**src/rtl/core/rcwt_pkg.sv**
```systemverilog
`default_nettype none
// ----------------------------------------------------------------------------
// rcwt_pkg
// Shared types and constants of the textured wall column block: field widths,
// command and register codes, sequencer states and divider status.
// ----------------------------------------------------------------------------
package rcwt_pkg;

    // payload field widths
    localparam int CMD_W  = 1;
    localparam int COL_W  = 12;
    localparam int DIST_W = 24;
    localparam int HIT_W  = 24;
    localparam int FACE_W = 2;
    localparam int PROW_W = 12;
    localparam int TEX_W  = 6;

    // configuration register widths
    localparam int SH_W       = 13;
    localparam int PD_W       = 20;
    localparam int CFG_DATA_W = 20;
    localparam int CFG_IDX_W  = 1;

    // fractional bits of the Q8.16 hit coordinates
    localparam int FRAC_W = 16;

    // command codes
    localparam logic [CMD_W-1:0] CMD_LOAD = 1'b0;
    localparam logic [CMD_W-1:0] CMD_TICK = 1'b1;

    // register indexes
    localparam logic [CFG_IDX_W-1:0] REG_SCREEN_HEIGHT = 1'b0;
    localparam logic [CFG_IDX_W-1:0] REG_PROJ_DIST     = 1'b1;

    // register reset values
    localparam logic [SH_W-1:0] SH_RESET = 13'd1024;
    localparam logic [PD_W-1:0] PD_RESET = 20'd131072;

    // sequencer states
    typedef enum logic [3:0] {
        S_IDLE = 4'b0001,
        S_PREP = 4'b0010,
        S_DIV  = 4'b0100,
        S_SPAN = 4'b1000
    } t_state;

    // divider status toward the sequencer
    typedef struct packed {
        logic busy;
        logic done;
    } t_div_status;

endpackage

`default_nettype wire

```
**src/rtl/core/rcwt_in_if.sv**
```systemverilog
`default_nettype none
// ----------------------------------------------------------------------------
// rcwt_in_if
// Command channel: one column load or one pixel tick per item.
// ----------------------------------------------------------------------------
interface rcwt_in_if;
    import rcwt_pkg::*;

    logic              valid;
    logic              ready;
    logic [CMD_W-1:0]  command;
    logic [COL_W-1:0]  column_x;
    logic [DIST_W-1:0] distance;
    logic [HIT_W-1:0]  hit_x;
    logic [HIT_W-1:0]  hit_y;
    logic              hit_side;
    logic [FACE_W-1:0] wall_face;

    modport source (
        output valid, command, column_x, distance, hit_x, hit_y, hit_side, wall_face,
        input  ready
    );

    modport sink (
        input  valid, command, column_x, distance, hit_x, hit_y, hit_side, wall_face,
        output ready
    );
endinterface

`default_nettype wire

```
**src/rtl/core/rcwt_out_if.sv**
```systemverilog
`default_nettype none
// ----------------------------------------------------------------------------
// rcwt_out_if
// Pixel channel: one textured pixel of the column span per item.
// ----------------------------------------------------------------------------
interface rcwt_out_if;
    import rcwt_pkg::*;

    logic              valid;
    logic              ready;
    logic [COL_W-1:0]  out_column;
    logic [PROW_W-1:0] pixel_row;
    logic [FACE_W-1:0] texture_select;
    logic [TEX_W-1:0]  tex_u;
    logic [TEX_W-1:0]  tex_v;
    logic              last_in_column;

    modport source (
        output valid, out_column, pixel_row, texture_select, tex_u, tex_v, last_in_column,
        input  ready
    );

    modport sink (
        input  valid, out_column, pixel_row, texture_select, tex_u, tex_v, last_in_column,
        output ready
    );
endinterface

`default_nettype wire

```
**src/rtl/core/raycast_wall_column_texturer_core.sv**
```systemverilog
`default_nettype none
// ----------------------------------------------------------------------------
// raycast_wall_column_texturer_core
// Textured wall column generator for a grid raycaster.
// ----------------------------------------------------------------------------
// A load item takes one ray hit and works out the projected wall height
// (projection distance times tile size over distance, saturated), the texture
// column and the visible row span clipped to the screen; it emits nothing.
// Each tick item then emits one pixel of the span, top to bottom, with its
// row, face, texture u and v, and a last flag on the final row; a tick with
// no open span emits nothing. Both commands share one restoring divider that
// yields one quotient bit per cycle. A load passes through prep, the height
// division (skipped when the height saturates) and the span step; a tick with
// an open span passes through prep and the texture row division. The input is
// not ready while an item is in work. A finished pixel sits in an output
// register, so the next item is taken while it waits; a pixel holds the
// sequencer only while the previous one is still untaken. Configuration is
// to be written only while the block is idle; the block does not enforce it.
// ----------------------------------------------------------------------------
module raycast_wall_column_texturer_core #(
    parameter int TILE_SIZE       = 64,
    parameter int MAX_SCREEN_ROWS = 4096,
    parameter int HEIGHT_BITS     = 16
) (
    input  wire                            i_clk,
    input  wire                            i_rst_n,
    rcwt_in_if.sink                        i_in,
    rcwt_out_if.source                     o_out,
    input  wire                            i_cfg_we,
    input  wire [rcwt_pkg::CFG_IDX_W-1:0]  i_cfg_idx,
    input  wire [rcwt_pkg::CFG_DATA_W-1:0] i_cfg_data
);
    import rcwt_pkg::*;

    localparam int ROW_W  = $clog2(MAX_SCREEN_ROWS + 1);
    localparam int U_W    = $clog2(TILE_SIZE);
    localparam int TM_W   = $clog2(TILE_SIZE + 1);
    localparam int DEN_W  = (HEIGHT_BITS > DIST_W) ? HEIGHT_BITS : DIST_W;
    localparam int RW     = (HEIGHT_BITS > ROW_W) ? HEIGHT_BITS : ROW_W;
    localparam int AW     = RW + 1;
    localparam int NUMH_W = PD_W + 8 + TM_W;
    localparam int NUMV_W = HEIGHT_BITS + TM_W;
    localparam int NUM_W  = (NUMH_W > NUMV_W) ? NUMH_W : NUMV_W;
    localparam int SW     = (ROW_W > SH_W) ? ROW_W : SH_W;
    localparam int STEP_W = $clog2(HEIGHT_BITS + 1);
    localparam int UX_W   = (U_W > TEX_W) ? U_W : TEX_W;
    localparam int RX_W   = (ROW_W > PROW_W) ? ROW_W : PROW_W;
    localparam int UP_W   = FRAC_W + TM_W;
    localparam logic [HEIGHT_BITS-1:0] HMAX = '1;
    localparam logic [U_W-1:0]         TMAX = U_W'(TILE_SIZE - 1);

    // configuration registers
    logic [SH_W-1:0] r_sh;
    logic [PD_W-1:0] r_pd;

    // sequencer
    t_state r_state;
    t_state n_state;
    logic   r_is_tick;

    // column state
    logic                   r_span_active;
    logic [COL_W-1:0]       r_column;
    logic [ROW_W-1:0]       r_row;
    logic [ROW_W-1:0]       r_end;
    logic [RW-1:0]          r_top;
    logic [HEIGHT_BITS-1:0] r_height;
    logic [U_W-1:0]         r_tex_u;
    logic [FACE_W-1:0]      r_face;

    // work registers of the item in flight
    logic [NUM_W-1:0]  r_num;
    logic [DIST_W-1:0] r_dist;
    logic [ROW_W-1:0]  r_pend_row;
    logic              r_pend_last;

    // output register
    logic              r_ov;
    logic [COL_W-1:0]  r_o_column;
    logic [PROW_W-1:0] r_o_row;
    logic [FACE_W-1:0] r_o_face;
    logic [TEX_W-1:0]  r_o_u;
    logic [TEX_W-1:0]  r_o_v;
    logic              r_o_last;

    logic in_acc;
    logic out_free;

    // divider hookup
    t_div_status            div_status;
    logic [HEIGHT_BITS-1:0] div_quot;
    logic                   div_start;
    logic [DEN_W-1:0]       div_rem;
    logic [DEN_W-1:0]       div_den;
    logic [HEIGHT_BITS-1:0] div_low;
    logic [STEP_W-1:0]      div_steps;

    // load arithmetic
    logic [HIT_W-1:0]  coord;
    logic [UP_W-1:0]   u_prod;
    logic [U_W-1:0]    u_raw;
    logic [NUM_W-1:0]  num_load;
    logic [NUM_W-1:0]  num_hi;
    logic              h_sat;

    // tick arithmetic
    logic [RW-1:0]          rel_full;
    logic [NUM_W-1:0]       num_tick;
    logic [ROW_W:0]         row_next;
    logic                   tick_last;
    logic [U_W-1:0]         v_raw;
    logic [U_W-1:0]         v_clamp;
    logic [UX_W-1:0]        v_ext;
    logic [UX_W-1:0]        u_ext;
    logic [RX_W-1:0]        row_ext;

    // span arithmetic
    logic [SW-1:0]    sh_ext;
    logic [SW-1:0]    scr_w;
    logic [ROW_W-1:0] scr;
    logic [AW-1:0]    half_s;
    logic [AW-1:0]    half_h;
    logic [AW-1:0]    bottom;
    logic [AW-1:0]    top_raw;
    logic [AW-1:0]    start_a;
    logic [AW-1:0]    end_a;
    logic             top_neg;
    logic             span_ok;

    assign in_acc   = i_in.valid && i_in.ready;
    assign out_free = !r_ov || o_out.ready;

    // configuration writes
    always_ff @(posedge i_clk) begin
        if (!i_rst_n) begin
            r_sh <= SH_RESET;
            r_pd <= PD_RESET;
        end else if (i_cfg_we) begin
            unique case (i_cfg_idx)
                REG_SCREEN_HEIGHT: r_sh <= i_cfg_data[SH_W-1:0];
                REG_PROJ_DIST:     r_pd <= i_cfg_data[PD_W-1:0];
                default:           ;
            endcase
        end
    end

    // texture column from the fractional wall coordinate
    assign coord   = i_in.hit_side ? i_in.hit_x : i_in.hit_y;
    assign u_prod  = UP_W'(coord[FRAC_W-1:0]) * UP_W'(TILE_SIZE);
    assign u_raw   = u_prod[FRAC_W +: U_W];

    // height numerator and saturation test
    assign num_load = (NUM_W'(r_pd) << 8) * NUM_W'(TILE_SIZE);
    assign num_hi   = r_num >> HEIGHT_BITS;
    assign h_sat    = num_hi >= NUM_W'(r_dist);

    // texture row numerator and last row test
    assign rel_full  = RW'(r_row) - r_top;
    assign num_tick  = NUM_W'(rel_full[HEIGHT_BITS-1:0]) * NUM_W'(TILE_SIZE);
    assign row_next  = (ROW_W + 1)'(r_row) + (ROW_W + 1)'(1);
    assign tick_last = row_next >= (ROW_W + 1)'(r_end);

    // divider operands for the two commands
    always_comb begin
        div_start = (r_state == S_PREP) && (r_is_tick || !h_sat);
        if (r_is_tick) begin
            div_rem   = DEN_W'(r_num >> U_W);
            div_den   = DEN_W'(r_height);
            div_low   = HEIGHT_BITS'(r_num[U_W-1:0]) << (HEIGHT_BITS - U_W);
            div_steps = STEP_W'(U_W);
        end else begin
            div_rem   = DEN_W'(num_hi);
            div_den   = DEN_W'(r_dist);
            div_low   = r_num[HEIGHT_BITS-1:0];
            div_steps = STEP_W'(HEIGHT_BITS);
        end
    end

    rcwt_div #(
        .DEN_W  (DEN_W),
        .Q_W    (HEIGHT_BITS),
        .STEP_W (STEP_W)
    ) u_div (
        .i_clk    (i_clk),
        .i_rst_n  (i_rst_n),
        .i_start  (div_start),
        .i_rem    (div_rem),
        .i_den    (div_den),
        .i_low    (div_low),
        .i_steps  (div_steps),
        .o_status (div_status),
        .o_quot   (div_quot)
    );

    // texture row, clamped to the tile
    assign v_raw   = div_quot[U_W-1:0];
    assign v_clamp = (v_raw > TMAX) ? TMAX : v_raw;
    assign v_ext   = UX_W'(v_clamp);
    assign u_ext   = UX_W'(r_tex_u);
    assign row_ext = RX_W'(r_pend_row);

    // visible span, clipped to the screen
    assign sh_ext  = SW'(r_sh);
    assign scr_w   = (sh_ext > SW'(MAX_SCREEN_ROWS)) ? SW'(MAX_SCREEN_ROWS) : sh_ext;
    assign scr     = scr_w[ROW_W-1:0];
    assign half_s  = AW'(scr >> 1);
    assign half_h  = AW'(r_height >> 1);
    assign bottom  = half_s + half_h;
    assign top_raw = half_s - half_h;
    assign top_neg = half_h > half_s;
    assign start_a = top_neg ? '0 : top_raw;
    assign end_a   = (bottom > AW'(scr)) ? AW'(scr) : bottom;
    assign span_ok = start_a < end_a;

    // next state
    always_comb begin
        n_state = r_state;
        unique case (r_state)
            S_IDLE: begin
                if (in_acc && (i_in.command == CMD_LOAD || r_span_active)) begin
                    n_state = S_PREP;
                end
            end
            S_PREP: begin
                n_state = (!r_is_tick && h_sat) ? S_SPAN : S_DIV;
            end
            S_DIV: begin
                if (div_status.done) begin
                    if (!r_is_tick) begin
                        n_state = S_SPAN;
                    end else if (out_free) begin
                        n_state = S_IDLE;
                    end
                end
            end
            S_SPAN: begin
                n_state = S_IDLE;
            end
            default: n_state = S_IDLE;
        endcase
    end

    always_ff @(posedge i_clk) begin
        if (!i_rst_n) begin
            r_state <= S_IDLE;
        end else begin
            r_state <= n_state;
        end
    end

    assign i_in.ready = (r_state == S_IDLE);

    // item capture and column state
    always_ff @(posedge i_clk) begin
        if (!i_rst_n) begin
            r_is_tick     <= 1'b0;
            r_span_active <= 1'b0;
            r_column      <= '0;
            r_row         <= '0;
            r_end         <= '0;
            r_top         <= '0;
            r_height      <= '0;
            r_tex_u       <= '0;
            r_face        <= '0;
        end else begin
            unique case (r_state)
                S_IDLE: begin
                    if (in_acc) begin
                        r_is_tick <= (i_in.command == CMD_TICK);
                        if (i_in.command == CMD_LOAD) begin
                            r_column <= i_in.column_x;
                            r_face   <= i_in.wall_face;
                            r_tex_u  <= (u_raw > TMAX) ? TMAX : u_raw;
                        end else if (r_span_active) begin
                            // step the span at accept, the pending row keeps the old one
                            if (tick_last) begin
                                r_span_active <= 1'b0;
                            end else begin
                                r_row <= row_next[ROW_W-1:0];
                            end
                        end
                    end
                end
                S_PREP: begin
                    if (!r_is_tick && h_sat) begin
                        r_height <= HMAX;
                    end
                end
                S_DIV: begin
                    if (div_status.done && !r_is_tick) begin
                        r_height <= div_quot;
                    end
                end
                S_SPAN: begin
                    r_top <= top_raw[RW-1:0];
                    if (span_ok) begin
                        r_span_active <= 1'b1;
                        r_row         <= start_a[ROW_W-1:0];
                        r_end         <= end_a[ROW_W-1:0];
                    end else begin
                        r_span_active <= 1'b0;
                        r_row         <= '0;
                        r_end         <= '0;
                    end
                end
                default: ;
            endcase
        end
    end

    // work registers, no reset needed
    always_ff @(posedge i_clk) begin
        if (in_acc) begin
            r_dist      <= i_in.distance;
            r_num       <= (i_in.command == CMD_LOAD) ? num_load : num_tick;
            r_pend_row  <= r_row;
            r_pend_last <= tick_last;
        end
    end

    // output register
    always_ff @(posedge i_clk) begin
        if (!i_rst_n) begin
            r_ov <= 1'b0;
        end else if (r_state == S_DIV && div_status.done && r_is_tick && out_free) begin
            r_ov <= 1'b1;
        end else if (o_out.ready) begin
            r_ov <= 1'b0;
        end
    end

    always_ff @(posedge i_clk) begin
        if (r_state == S_DIV && div_status.done && r_is_tick && out_free) begin
            r_o_column <= r_column;
            r_o_row    <= row_ext[PROW_W-1:0];
            r_o_face   <= r_face;
            r_o_u      <= u_ext[TEX_W-1:0];
            r_o_v      <= v_ext[TEX_W-1:0];
            r_o_last   <= r_pend_last;
        end
    end

    assign o_out.valid          = r_ov;
    assign o_out.out_column     = r_o_column;
    assign o_out.pixel_row      = r_o_row;
    assign o_out.texture_select = r_o_face;
    assign o_out.tex_u          = r_o_u;
    assign o_out.tex_v          = r_o_v;
    assign o_out.last_in_column = r_o_last;

endmodule

`default_nettype wire

```
**src/rtl/core/rcwt_div.sv**
```systemverilog
`default_nettype none
// ----------------------------------------------------------------------------
// rcwt_div
// Restoring radix-2 divider, one quotient bit per cycle. The caller preloads
// a partial remainder below the divisor and the low numerator bits, left
// aligned, plus the number of quotient bits to produce.
// ----------------------------------------------------------------------------
module rcwt_div #(
    parameter int DEN_W  = 24,
    parameter int Q_W    = 16,
    parameter int STEP_W = 5
) (
    input  wire                      i_clk,
    input  wire                      i_rst_n,
    input  wire                      i_start,
    input  wire [DEN_W-1:0]          i_rem,
    input  wire [DEN_W-1:0]          i_den,
    input  wire [Q_W-1:0]            i_low,
    input  wire [STEP_W-1:0]         i_steps,
    output rcwt_pkg::t_div_status    o_status,
    output logic [Q_W-1:0]           o_quot
);
    import rcwt_pkg::*;

    logic [DEN_W-1:0]  r_rem;
    logic [DEN_W-1:0]  r_den;
    logic [Q_W-1:0]    r_low;
    logic [Q_W-1:0]    r_quot;
    logic [STEP_W-1:0] r_cnt;
    logic              r_busy;
    logic              r_done;

    logic [DEN_W:0]    trial;
    logic [DEN_W+1:0]  diff;
    logic              fits;

    // trial subtract of the divisor from the shifted remainder
    assign trial = {r_rem, r_low[Q_W-1]};
    assign diff  = {1'b0, trial} - {2'b00, r_den};
    assign fits  = ~diff[DEN_W+1];

    // control
    always_ff @(posedge i_clk) begin
        if (!i_rst_n) begin
            r_busy <= 1'b0;
            r_done <= 1'b0;
            r_cnt  <= '0;
        end else if (i_start) begin
            r_busy <= 1'b1;
            r_done <= 1'b0;
            r_cnt  <= i_steps;
        end else if (r_busy) begin
            r_cnt <= r_cnt - STEP_W'(1);
            if (r_cnt == STEP_W'(1)) begin
                r_busy <= 1'b0;
                r_done <= 1'b1;
            end
        end
    end

    // datapath
    always_ff @(posedge i_clk) begin
        if (i_start) begin
            r_rem  <= i_rem;
            r_den  <= i_den;
            r_low  <= i_low;
            r_quot <= '0;
        end else if (r_busy) begin
            r_rem  <= fits ? diff[DEN_W-1:0] : trial[DEN_W-1:0];
            r_low  <= {r_low[Q_W-2:0], 1'b0};
            r_quot <= {r_quot[Q_W-2:0], fits};
        end
    end

    assign o_status.busy = r_busy;
    assign o_status.done = r_done;
    assign o_quot        = r_quot;

endmodule

`default_nettype wire
```
**src/flat_wrapper.sv**
```systemverilog
// flat-port wrapper written by rule: the top's interface ports become plain ports
module raycast_wall_column_texturer_core_flat import rcwt_pkg::*;
#(
    parameter int TILE_SIZE       = 64,
    parameter int MAX_SCREEN_ROWS = 4096,
    parameter int HEIGHT_BITS     = 16
)
  (i_clk, i_rst_n, i_cfg_we, i_cfg_idx, i_cfg_data, i_in_valid, i_in_command, i_in_column_x, i_in_distance, i_in_hit_x, i_in_hit_y, i_in_hit_side, i_in_wall_face, i_in_ready, o_out_valid, o_out_out_column, o_out_pixel_row, o_out_texture_select, o_out_tex_u, o_out_tex_v, o_out_last_in_column, o_out_ready);
  rcwt_in_if i_in_i ();
  rcwt_out_if o_out_i ();
  input  wire i_clk;
  input  wire i_rst_n;
  input  wire i_cfg_we;
  input  wire [rcwt_pkg::CFG_IDX_W-1:0] i_cfg_idx;
  input  wire [rcwt_pkg::CFG_DATA_W-1:0] i_cfg_data;
  input wire logic [$bits(i_in_i.valid)-1:0] i_in_valid;
  input wire logic [$bits(i_in_i.command)-1:0] i_in_command;
  input wire logic [$bits(i_in_i.column_x)-1:0] i_in_column_x;
  input wire logic [$bits(i_in_i.distance)-1:0] i_in_distance;
  input wire logic [$bits(i_in_i.hit_x)-1:0] i_in_hit_x;
  input wire logic [$bits(i_in_i.hit_y)-1:0] i_in_hit_y;
  input wire logic [$bits(i_in_i.hit_side)-1:0] i_in_hit_side;
  input wire logic [$bits(i_in_i.wall_face)-1:0] i_in_wall_face;
  output wire logic [$bits(i_in_i.ready)-1:0] i_in_ready;
  output wire logic [$bits(o_out_i.valid)-1:0] o_out_valid;
  output wire logic [$bits(o_out_i.out_column)-1:0] o_out_out_column;
  output wire logic [$bits(o_out_i.pixel_row)-1:0] o_out_pixel_row;
  output wire logic [$bits(o_out_i.texture_select)-1:0] o_out_texture_select;
  output wire logic [$bits(o_out_i.tex_u)-1:0] o_out_tex_u;
  output wire logic [$bits(o_out_i.tex_v)-1:0] o_out_tex_v;
  output wire logic [$bits(o_out_i.last_in_column)-1:0] o_out_last_in_column;
  input wire logic [$bits(o_out_i.ready)-1:0] o_out_ready;
  assign i_in_i.valid = i_in_valid;
  assign i_in_i.command = i_in_command;
  assign i_in_i.column_x = i_in_column_x;
  assign i_in_i.distance = i_in_distance;
  assign i_in_i.hit_x = i_in_hit_x;
  assign i_in_i.hit_y = i_in_hit_y;
  assign i_in_i.hit_side = i_in_hit_side;
  assign i_in_i.wall_face = i_in_wall_face;
  assign i_in_ready = i_in_i.ready;
  assign o_out_valid = o_out_i.valid;
  assign o_out_out_column = o_out_i.out_column;
  assign o_out_pixel_row = o_out_i.pixel_row;
  assign o_out_texture_select = o_out_i.texture_select;
  assign o_out_tex_u = o_out_i.tex_u;
  assign o_out_tex_v = o_out_i.tex_v;
  assign o_out_last_in_column = o_out_i.last_in_column;
  assign o_out_i.ready = o_out_ready;
  raycast_wall_column_texturer_core #(.TILE_SIZE(TILE_SIZE), .MAX_SCREEN_ROWS(MAX_SCREEN_ROWS), .HEIGHT_BITS(HEIGHT_BITS)) u_core (.i_clk(i_clk), .i_rst_n(i_rst_n), .i_in(i_in_i), .o_out(o_out_i), .i_cfg_we(i_cfg_we), .i_cfg_idx(i_cfg_idx), .i_cfg_data(i_cfg_data));
endmodule
```
**config.mk**
```make
export PLATFORM = sky130hd
export DESIGN_NAME = raycast_wall_column_texturer_core_flat
export DESIGN_NICKNAME = d
export VERILOG_FILES = /design/src/rtl/core/rcwt_pkg.sv /design/src/rtl/core/rcwt_in_if.sv /design/src/rtl/core/rcwt_out_if.sv /design/src/rtl/core/raycast_wall_column_texturer_core.sv /design/src/rtl/core/rcwt_div.sv /design/src/flat_wrapper.sv
export SDC_FILE = /design/constraint.sdc
export NUM_CORES = 1
export LEC_CHECK = 0
export BUFFER_PORTS_ARGS = -buffer_cell sky130_fd_sc_hd__buf_2
export CORE_MARGIN = 4
export CORE_UTILIZATION = 40
export CTS_BUF_LIST = sky130_fd_sc_hd__clkbuf_16
export DETAILED_ROUTE_END_ITERATION = 8
export SKIP_LAST_GASP = 1
export SLEW_MARGIN = 10
export SYNTH_ARGS = -nofsm -noshare
export SYNTH_HDL_FRONTEND = slang
export SYNTH_SLANG_ARGS = --single-unit
```
**constraint.sdc**
```tcl
create_clock -name i_clk -period 7.5 [get_ports i_clk]
set_input_delay 1.875 -clock i_clk [delete_from_list [all_inputs] [get_ports i_clk]]
set_output_delay 1.875 -clock i_clk [all_outputs]
set_load 0.03 [all_outputs]
```
Word level (Yosys, flattened, before mapping)
Cells that the tools add are included.
{"block": "op_classes", "addsub": 6, "order_cmp": 8, "eq_ne": 14, "n_mux": 44, "bitwise": 4, "n_reduce_logical": 28}
{"operator": "$mux 16", "n": 7}
{"operator": "$mux 24", "n": 4}
{"operator": "$mux 13", "n": 7}
{"operator": "$mux 17", "n": 2}
{"operator": "$pmux 16 s2", "n": 1}
{"operator": "$pmux 13 s2", "n": 1}
{"operator": "$sub 25x24->26", "n": 1}
{"operator": "$ge 19x24->1", "n": 1}
{"operator": "$mux 22", "n": 1}
{"operator": "$mux 4", "n": 5}
{"operator": "$gt 17x13->1", "n": 1}
{"operator": "$lt 17x17->1", "n": 1}
{"operator": "$add 12x15->16", "n": 1}
{"operator": "$sub 12x15->16", "n": 1}
{"operator": "$sub 13x16->16", "n": 1}
{"operator": "$gt 15x12->1", "n": 1}
{"operator": "$mux 5", "n": 3}
{"operator": "$add 13x1->14 const B", "n": 1}
{"operator": "$ge 14x13->1", "n": 1}
{"operator": "$ne 2x2->1 const B", "n": 7}
{"operator": "$gt 13x13->1 const B", "n": 1}
{"operator": "$gt 6x6->1 const B", "n": 2}
{"operator": "$pmux 4 s3", "n": 1}
{"operator": "$reduce_and 3->1", "n": 4}
{"operator": "19 further kinds", "n": 48}
{"block": "word_totals", "reg_bits": 316, "in_bits": 114, "output_inout_bits": 41, "elab_cells": 137}

Depth between registers and ports, before layout
Gate-level depths: netlist (run 1).
{"block": "logic_depth", "word_depth": 8, "depth_mapped": 35}

Modules after synthesis
From an unflattened synthesis (run 1), not the netlist that was laid out.
{"block": "unflattened", "hier_cells": 1793, "hier_area_um2": 17224.0}
{"module": "raycast_wall_column_texturer_core", "n_inst": 1, "cells_per_inst": 1334, "area_each_um2": 12351.8, "seq_area_each_um2": 5485.3}
{"module": "rcwt_div", "n_inst": 1, "cells_per_inst": 459, "area_each_um2": 4872.2, "seq_area_each_um2": 2382.3}

Worst setup path before layout (run 1)
No wires, ideal clock.
{"block": "synth_path", "path_kind": "register -> register", "start": "reg u_core.r_sh[12]", "end": "reg u_core.r_row[1]", "setup_ns": 0.074, "arrival_ns": 6.106, "required_ns": 7.426, "setup_slack_ns": 1.320, "path_stages_with_launch": 32, "cell_sequence": "dfxtp_1 > inv_2 > nand2_1 > inv_1 > ha_1 > buf_2 > nand2b_1 > o311a_1 > nor2_1 > nor2_1 > nor2_1 > xnor2_1 > inv_1 > ha_1 > a2111oi_0 > o21ai_0 > a31o_2 > maj3_2 > a2111o_1 > a21oi_2 > buf_2 > buf_2 > a21oi_1 > ha_1 > a21o_1 > a21o_1 > a21o_1 > a21o_1 > a211o_1 > a41o_1 > or4b_2 > a31oi_1"}
{"block": "synth_between", "elab_chain_cells": 8, "word_cells_on_any_way": 11}
{"item": "start, declared", "line": "raycast_wall_column_texturer_core.sv:53", "text": "logic [SH_W-1:0] r_sh;"}
{"item": "start signal, assigned", "line": "raycast_wall_column_texturer_core.sv:140", "text": "REG_SCREEN_HEIGHT: r_sh <= i_cfg_data[SH_W-1:0];"}
{"item": "$gt 13x13->1", "line": "raycast_wall_column_texturer_core.sv:204", "text": "assign scr_w = (sh_ext > SW'(MAX_SCREEN_ROWS)) ? SW'(MAX_SCREEN_ROWS) : sh_ext;"}
{"item": "$mux 13 (*)", "line": "raycast_wall_column_texturer_core.sv:204"}
{"item": "$add 12x15->16", "line": "raycast_wall_column_texturer_core.sv:208", "text": "assign bottom = half_s + half_h;"}
{"item": "$gt 17x13->1", "line": "raycast_wall_column_texturer_core.sv:212", "text": "assign end_a = (bottom > AW'(scr)) ? AW'(scr) : bottom;"}
{"item": "$mux 17", "line": "raycast_wall_column_texturer_core.sv:212"}
{"item": "$lt 17x17->1", "line": "raycast_wall_column_texturer_core.sv:213", "text": "assign span_ok = start_a < end_a;"}
{"item": "$mux 13 (*)", "line": "raycast_wall_column_texturer_core.sv:296", "text": "if (span_ok) begin"}
{"item": "$pmux 13 s2 (*)", "line": "raycast_wall_column_texturer_core.sv:266", "text": "unique case (r_state)"}
{"item": "end signal, assigned", "line": "raycast_wall_column_texturer_core.sv:279", "text": "r_row <= row_next[ROW_W-1:0];"}
{"item": "end signal, assigned", "line": "raycast_wall_column_texturer_core.sv:298", "text": "r_row <= start_a[ROW_W-1:0];"}
{"item": "end, declared", "line": "raycast_wall_column_texturer_core.sv:64", "text": "logic [ROW_W-1:0] r_row;"}
Every way passes the cells marked *; elsewhere a longest branch is shown, timed or not.
A chain may end at the register's enable or synchronous reset.

Worst setup path in the final report (run 1)
{"block": "layout_path", "start": "reg u_core.r_sh[12]", "end": "reg u_core.r_end[3]"}
{"block": "layout_between", "elab_chain_cells": 7, "word_cells_on_any_way": 10}
{"item": "$gt 13x13->1", "line": "raycast_wall_column_texturer_core.sv:204"}
{"item": "$mux 13 (*)", "line": "raycast_wall_column_texturer_core.sv:204"}
{"item": "$add 12x15->16", "line": "raycast_wall_column_texturer_core.sv:208"}
{"item": "$gt 17x13->1", "line": "raycast_wall_column_texturer_core.sv:212"}
{"item": "$mux 17", "line": "raycast_wall_column_texturer_core.sv:212"}
{"item": "$lt 17x17->1", "line": "raycast_wall_column_texturer_core.sv:213"}
{"item": "$mux 13 (*)", "line": "raycast_wall_column_texturer_core.sv:296"}
{"item": "end signal, assigned", "line": "raycast_wall_column_texturer_core.sv:299", "text": "r_end <= end_a[ROW_W-1:0];"}
{"item": "end, declared", "line": "raycast_wall_column_texturer_core.sv:65", "text": "logic [ROW_W-1:0] r_end;"}
Marked as above.

==> results of run 1 <==
## cells by family (layout without fill, tap and decap cells)
kind of cell / Yosys count / after routing / share of synthesized area (%)
simple gates: 518 / 518 / 14.81
compound gates: 405 / 405 / 16.59
other cells: 2 / 5 / 0.04686
fa+ha+maj: 126 / 126 / 10.02
xor+xnor: 63 / 63 / 3.443
buf+inv: 208 / 325 / 4.942
mux: 34 / 34 / 2.186
flops: 303 / 303 / 47.97
## stage by stage
step	power [mW]	setup slack [ns]	util, %	instances
floorplan	2.764	1.320	-	1661
global placement	3.083	0.6955	43.28	2244
detailed placement	3.104	0.6691	43.28	2244
CTS	4.891	0.6138	46.26	2303
global route	5.105	0.06465	46.29	2304
finish	4.863	0.6083	46.29	2304
## where the power goes
group          internal (mW)  total (mW)  switching, mW
combinational          0.444        1.06          0.619
sequential              1.90        2.03          0.133
clock                   1.09        1.77          0.676
total                   3.43        4.86           1.43
## state kept, by name (all words and copies together), names as in the netlist, 10 cells and up
name,cells
u_core.r_num,28
u_core.r_dist,24
u_core.u_div.r_den,24
u_core.u_div.r_rem,24
u_core.r_pd,20
u_core.r_height,16
u_core.r_top,16
u_core.u_div.o_quot,16
u_core.r_end,13
u_core.r_row,13
u_core.r_sh,13
u_core.o_out.out_column,12
u_core.o_out.pixel_row,12
u_core.r_column,12
u_core.r_pend_row,12
u_core.u_div.r_low,10
## layout make-up
cell class                      instances  area, um^2  share of cell area (%)
Antenna cell                            1       2.502                 0.01364
Tap cell                              525       656.9                   3.580
Clock inverter                         24       304.0                   1.657
Clock buffer                           35       875.8                   4.773
Inverter                              127       478.0                   2.605
Sequential cell                       303        7687                   41.90
Multi-Input combinational cell       1150        7596                   41.40
Timing Repair Buffer                  139       748.2                   4.078
## metal layers
metal | up-vias | wire (um) | global-route usage, %
met1 | 6026 | 19360 | 25.95
met5 | - | 0 | 0
met3 | 53 | 2073 | 3.121
met2 | 274 | 20810 | 32.65
met4 | 0 | 829 | 4.575
li1 | 6097 | - | -
## critical path: cells and delay by family (launching register included)
| kind | cells | cell delay, ns |
|---|---|---|
| xor gates and xnor gates | 1 | 0.23 |
| and+or+nand+nor | 6 | 1.01 |
| buffers and inverters | 4 | 0.54 |
| AOI/OAI and AO/OA | 17 | 3.53 |
| DFF | 1 | 0.45 |
| adders and majority gates | 3 | 1.01 |
## worst paths after layout
check,from,endpoint,cells after the start
worst max-delay path,u_core.r_sh[12],u_core.r_end[3],31
worst min-delay path,u_core.r_pend_row[8],u_core.o_out.pixel_row[8],0
worst max register to register,u_core.r_sh[12],u_core.r_end[3],31
worst min register to register,u_core.r_pend_row[8],u_core.o_out.pixel_row[8],0
## cell usage in the layout (no fill, tap or decap), drive strengths merged, types with 6 or more instances in the layout
master    n
bufinv    7
a21o     31
a211oi   31
mux2      8
edfxtp  162
or2       6
and3      8
nor2b    36
nand4    13
a21boi    9
o211ai   11
a22o     10
dfxtp   141
nor4      6
nand3    17
and2     12
clkbuf   35
nor2    122
clkinv    6
xor2     21
o21a     20
nand2   217
buf     139
mux2i    26
a222oi   18
o31ai    23
inv     137
xnor2    42
a21oi   115
nor3     39
ha      121
a31oi    10
o21ai    80
nand2b   18
==> results.toml, run 1 <==
[sta]
slew_headroom_pct = 19.30
drv_slew = 0
rsz0062_at_grt = "false"
hold_violations = 0
clock_skew_ns = 0.01440
min_period_ns = 6.892
setup_viol = 0
fin_tns_setup_ns = 0
fmax_mhz = 145.1
whs_ns = 0.4193
final.period_utilization_pct = 91.89
worst_slew_pin_slew_ns = 1.210

[logic_synthesis]
synth_common_cells = "nand2_1 (217), edfxtp_1 (162), dfxtp_1 (141)"
ys_seq_area_share_pct = 47.97
synth_top_area_share_pct = 30.35
netlist-cell-type-count = 69
synth_area_leaders = "edfxtp_1 (30%), dfxtp_1 (18%), ha_1 (9.4%)"
synth_edf_count = 162
yosysMostFrequentCell = "nand2_1"
synth_seq_cells = 303
ys.flop_type = "edfxtp_1"
netlist_area_um2 = 16030
synthArstFlopShare_pct = 0
syn_area_per_cell_um2 = 9.660
synth_cells = 1659
yosysTopAreaCell = "edfxtp_1"
ys_warn_count = 0

[clocking]
cts.reportedPaths.clkPinSlew_ns = 0.06
clkLatencyLatePin_ns = 0.52
cts_tree = "yes"
cts_hold_buffers = 0
clock_path_buffers = 3
cts_htree_levels = 2
cts-root-buf = "clkbuf_16"
postCtsSetupRepairBufs = 0
cts_buffers = 34
cts_resized = 0
cts.sinks = 303

[die]
initial_utilization_pct = 40.43
fp.coreArea_um2 = 39640
rows = 73
die_w_um = 208.2
fp.dieArea_um2 = 43330
boundaryPins = 155
die_h_um = 208.2

[cells_and_area]
layout-drive-gt1-share_pct = 12.49
n_fill_cell = 3829
stdcell_area_um2 = 18350
syn2layout_area_growth_pct = 14.49
num-nets-final = 1994

[pwr]
p_leak_nw = 7.366
cellPowerDensity_nw_per_um2 = 265.0
ir_drop_v = 0.0002018

[min_path]
hp-class = "reg2reg"

[global_route]
overflow = 0
grt_pass1_vias = 12130
grt_pass1_wl_um = 67400
grt_max_degree = 74
grt_usage_pct = 19.24
antenna_found_initial = 1

[routing]
routed_wl_um = 43080
drt-pass1-iter-count = 6
routed_via_density = 5.404
num_vias = 12450
wl_per_cell_um = 18.70
drc = 0
drtIter0Drc = 821
drtAntennaViolNets = 0

[place]
place_hpwl_um = 31750
placedInstanceArea_um2 = 17160
numPortBuffers = 118
place_congestion = 0.8951

[critical_path]
startpoint_type = "flop"
ff2ff_setup_slack_ns = 0.61
endpoint_kind = "flop"
worstPathRequired_ns = 7.92
crit_top_cell = "a21o_1"
crit_arrival_ns = 7.31
slowest_delay_ns = 0.45
crit_type = "reg2reg"
critPathSlowestCell = "dfxtp_1"
path_max_fanout = 21

[job]
maxCapViolations = 0

[status]
run_status = "finished clean"
(Power assumes the default switching activity.)
==> run 2, diff against run 1 <==
CORE_MARGIN = 8   (was 4)
RECOVER_POWER = 25   (was unset)
==> results.toml, run 2 (same netlist as run 1, synthesis figures left out) <==
[routing]
drtAntennaViolNets = 0
drt-pass1-iter-count = 8
drtIter0Drc = 980
routed_wl_um = 43980
wl_per_cell_um = 19.08
routed_via_density = 5.399
num_vias = 12440
drc = 0

[critical_path]
critPathSlowestCell = "o31ai_1"
crit_type = "reg2reg"
path_max_fanout = 14
endpoint_kind = "flop"
worstPathRequired_ns = 7.96
crit_top_cell = "a21o_1"
startpoint_type = "flop"
slowest_delay_ns = 0.63
crit_arrival_ns = 7.49

[global_route]
overflow = 0
grt_pass1_vias = 12240
grt_pass1_wl_um = 68780
grt_max_degree = 80
antenna_found_initial = 0
grt_usage_pct = 18.15

[sta]
rsz0062_at_grt = "false"
whs_ns = 0.4068
final.period_utilization_pct = 93.82
fmax_mhz = 142.1
fin_ws_ns = 0.4632
setup_viol = 0
clock_skew_ns = 0.02626
min_period_ns = 7.037
drv_slew = 46
fin_tns_setup_ns = 0
worst_slew_pin_slew_ns = 1.881
slew_headroom_pct = -25.40
hold_violations = 0

[cells_and_area]
num-nets-final = 1993
seq_area_um2 = 7687
layout_commonest_cell = "nand2_1"
layout-drive-gt1-share_pct = 12.02
final_cell_mix = "nand2_1 (217), edfxtp_1 (162), dfxtp_1 (141)"
num_antenna_cells = 0
syn2layout_area_growth_pct = 13.51
n_fill_cell = 3813
multi_input_area_um2 = 7599
largest_register = "u_core.r_num"
largest_reg_flops = 28

[place]
place_ws_ns = 0.3132
numPortBuffers = 118
place_congestion = 0.9011
place_hpwl_um = 32530

[pwr]
swShare_pct = 30.40
combPwrFrac_pct = 22.3
ir_drop_v = 0.0002465
clockPowerShare_pct = 33.9
internal_power_mw = 3.232
seqPwrFrac_pct = 43.8
p_sw_mw = 1.412
total_power_mw = 4.644
cellPowerDensity_nw_per_um2 = 255.2
p_leak_nw = 7.327

[status]
run_status = "finished, violations left"
violations = "capacitance limit, slew limit"

[die]
initial_utilization_pct = 40.43
boundaryPins = 155
die_w_um = 216.2
fp.dieArea_um2 = 46730
die_h_um = 216.2
rows = 73
fp.coreArea_um2 = 39640

[clocking]
postCtsSetupRepairBufs = 0
cts_buffers = 34
cts-root-buf = "clkbuf_16"
cts_htree_levels = 2
cts.sinks = 303
cts.reportedPaths.clkPinSlew_ns = 0.06
cts_tree = "yes"
clock_path_buffers = 3
clkLatencyLatePin_ns = 0.53

[min_path]
hp-class = "reg2reg"

[job]
maxCapViolations = 1
-- run 2: changes by cell type in the layout (fill, tap and decap cells not counted), moves of 2 or more --
cell | previous run | this run
clkinv_2 | 4 | 9
clkbuf_1 | 0 | 7
bufinv_16 | 7 | 1
buf_4 | 21 | 19
buf_2 | 118 | 112
inv_2 | 2 | 4
inv_6 | 3 | 1
clkinv_1 | 2 | 5
-- run 2: through the flow --
stage               cell area, um^2  util [%]  cells
floorplan                     16030         -   1661
global placement              17150     43.26   2243
detailed placement            17150     43.26   2243
CTS                           18190     45.89   2305
global route                  18190     45.89   2305
finish                        18190     45.89   2305
-- run 2: power groups by stage --
stage	logic (mW)	registers (mW)	clock network, mW
after CTS	1.03	2.03	1.61
after global placement	0.994	2.07	0
final	1.04	2.03	1.57
after global routing	1.15	2.04	1.67
after floorplan	0.773	1.99	0
after detailed placement	1.01	2.06	0
-- run 2: routing by layer --
layer  vias to the layer above  part of all wire, %  wire length, um  track usage (%)
li1                       6085                    -                -                -
met4                         0                  3.1             1365            6.199
met1                      5971                   45            19900            24.01
met3                        72                  4.3             1907            2.256
met2                       316                   47            20810            30.37
met5                         -                    0                0                0
-- run 2: area by class of cell --
cell class | count | share of cell area (%)
flip-flops and latches | 303 | 42.26
multi-input cells | 1150 | 41.77
clock buffers | 35 | 4.814
repair buffers | 138 | 4.010
well taps | 525 | 3.611
inverters | 127 | 2.627
clock inverters | 27 | 0.9147
-- run 2: critical path, delay by kind of cell, from the launching register on --
| kind | cells | cell delay [ns] |
|---|---|---|
| DFF | 1 | 0.49 |
| AOI/OAI and AO/OA | 15 | 4.11 |
| and+or+nand+nor | 5 | 0.51 |
| adders and majority gates | 4 | 1.10 |
| buffers and inverters | 4 | 0.59 |
| xor gates and xnor gates | 1 | 0.18 |
-- run 2: what timing repair did --
action	CTS	global route
hold buffers	0	0
resized for setup	0	4
endpoints found under the hold margin	0	0
setup endpoints to repair	0	25
-- run 2: final timing paths --
kind                     start                     to  slack, ns  cells past startpoint
min reg2reg  u_core.r_tex_u[4]  u_core.o_out.tex_u[4]       0.41                      0
min          u_core.r_tex_u[4]  u_core.o_out.tex_u[4]       0.41                      0
max reg2reg    u_core.r_sh[12]       u_core.r_row[11]       0.46                     29
max            u_core.r_sh[12]       u_core.r_row[11]       0.46                     29
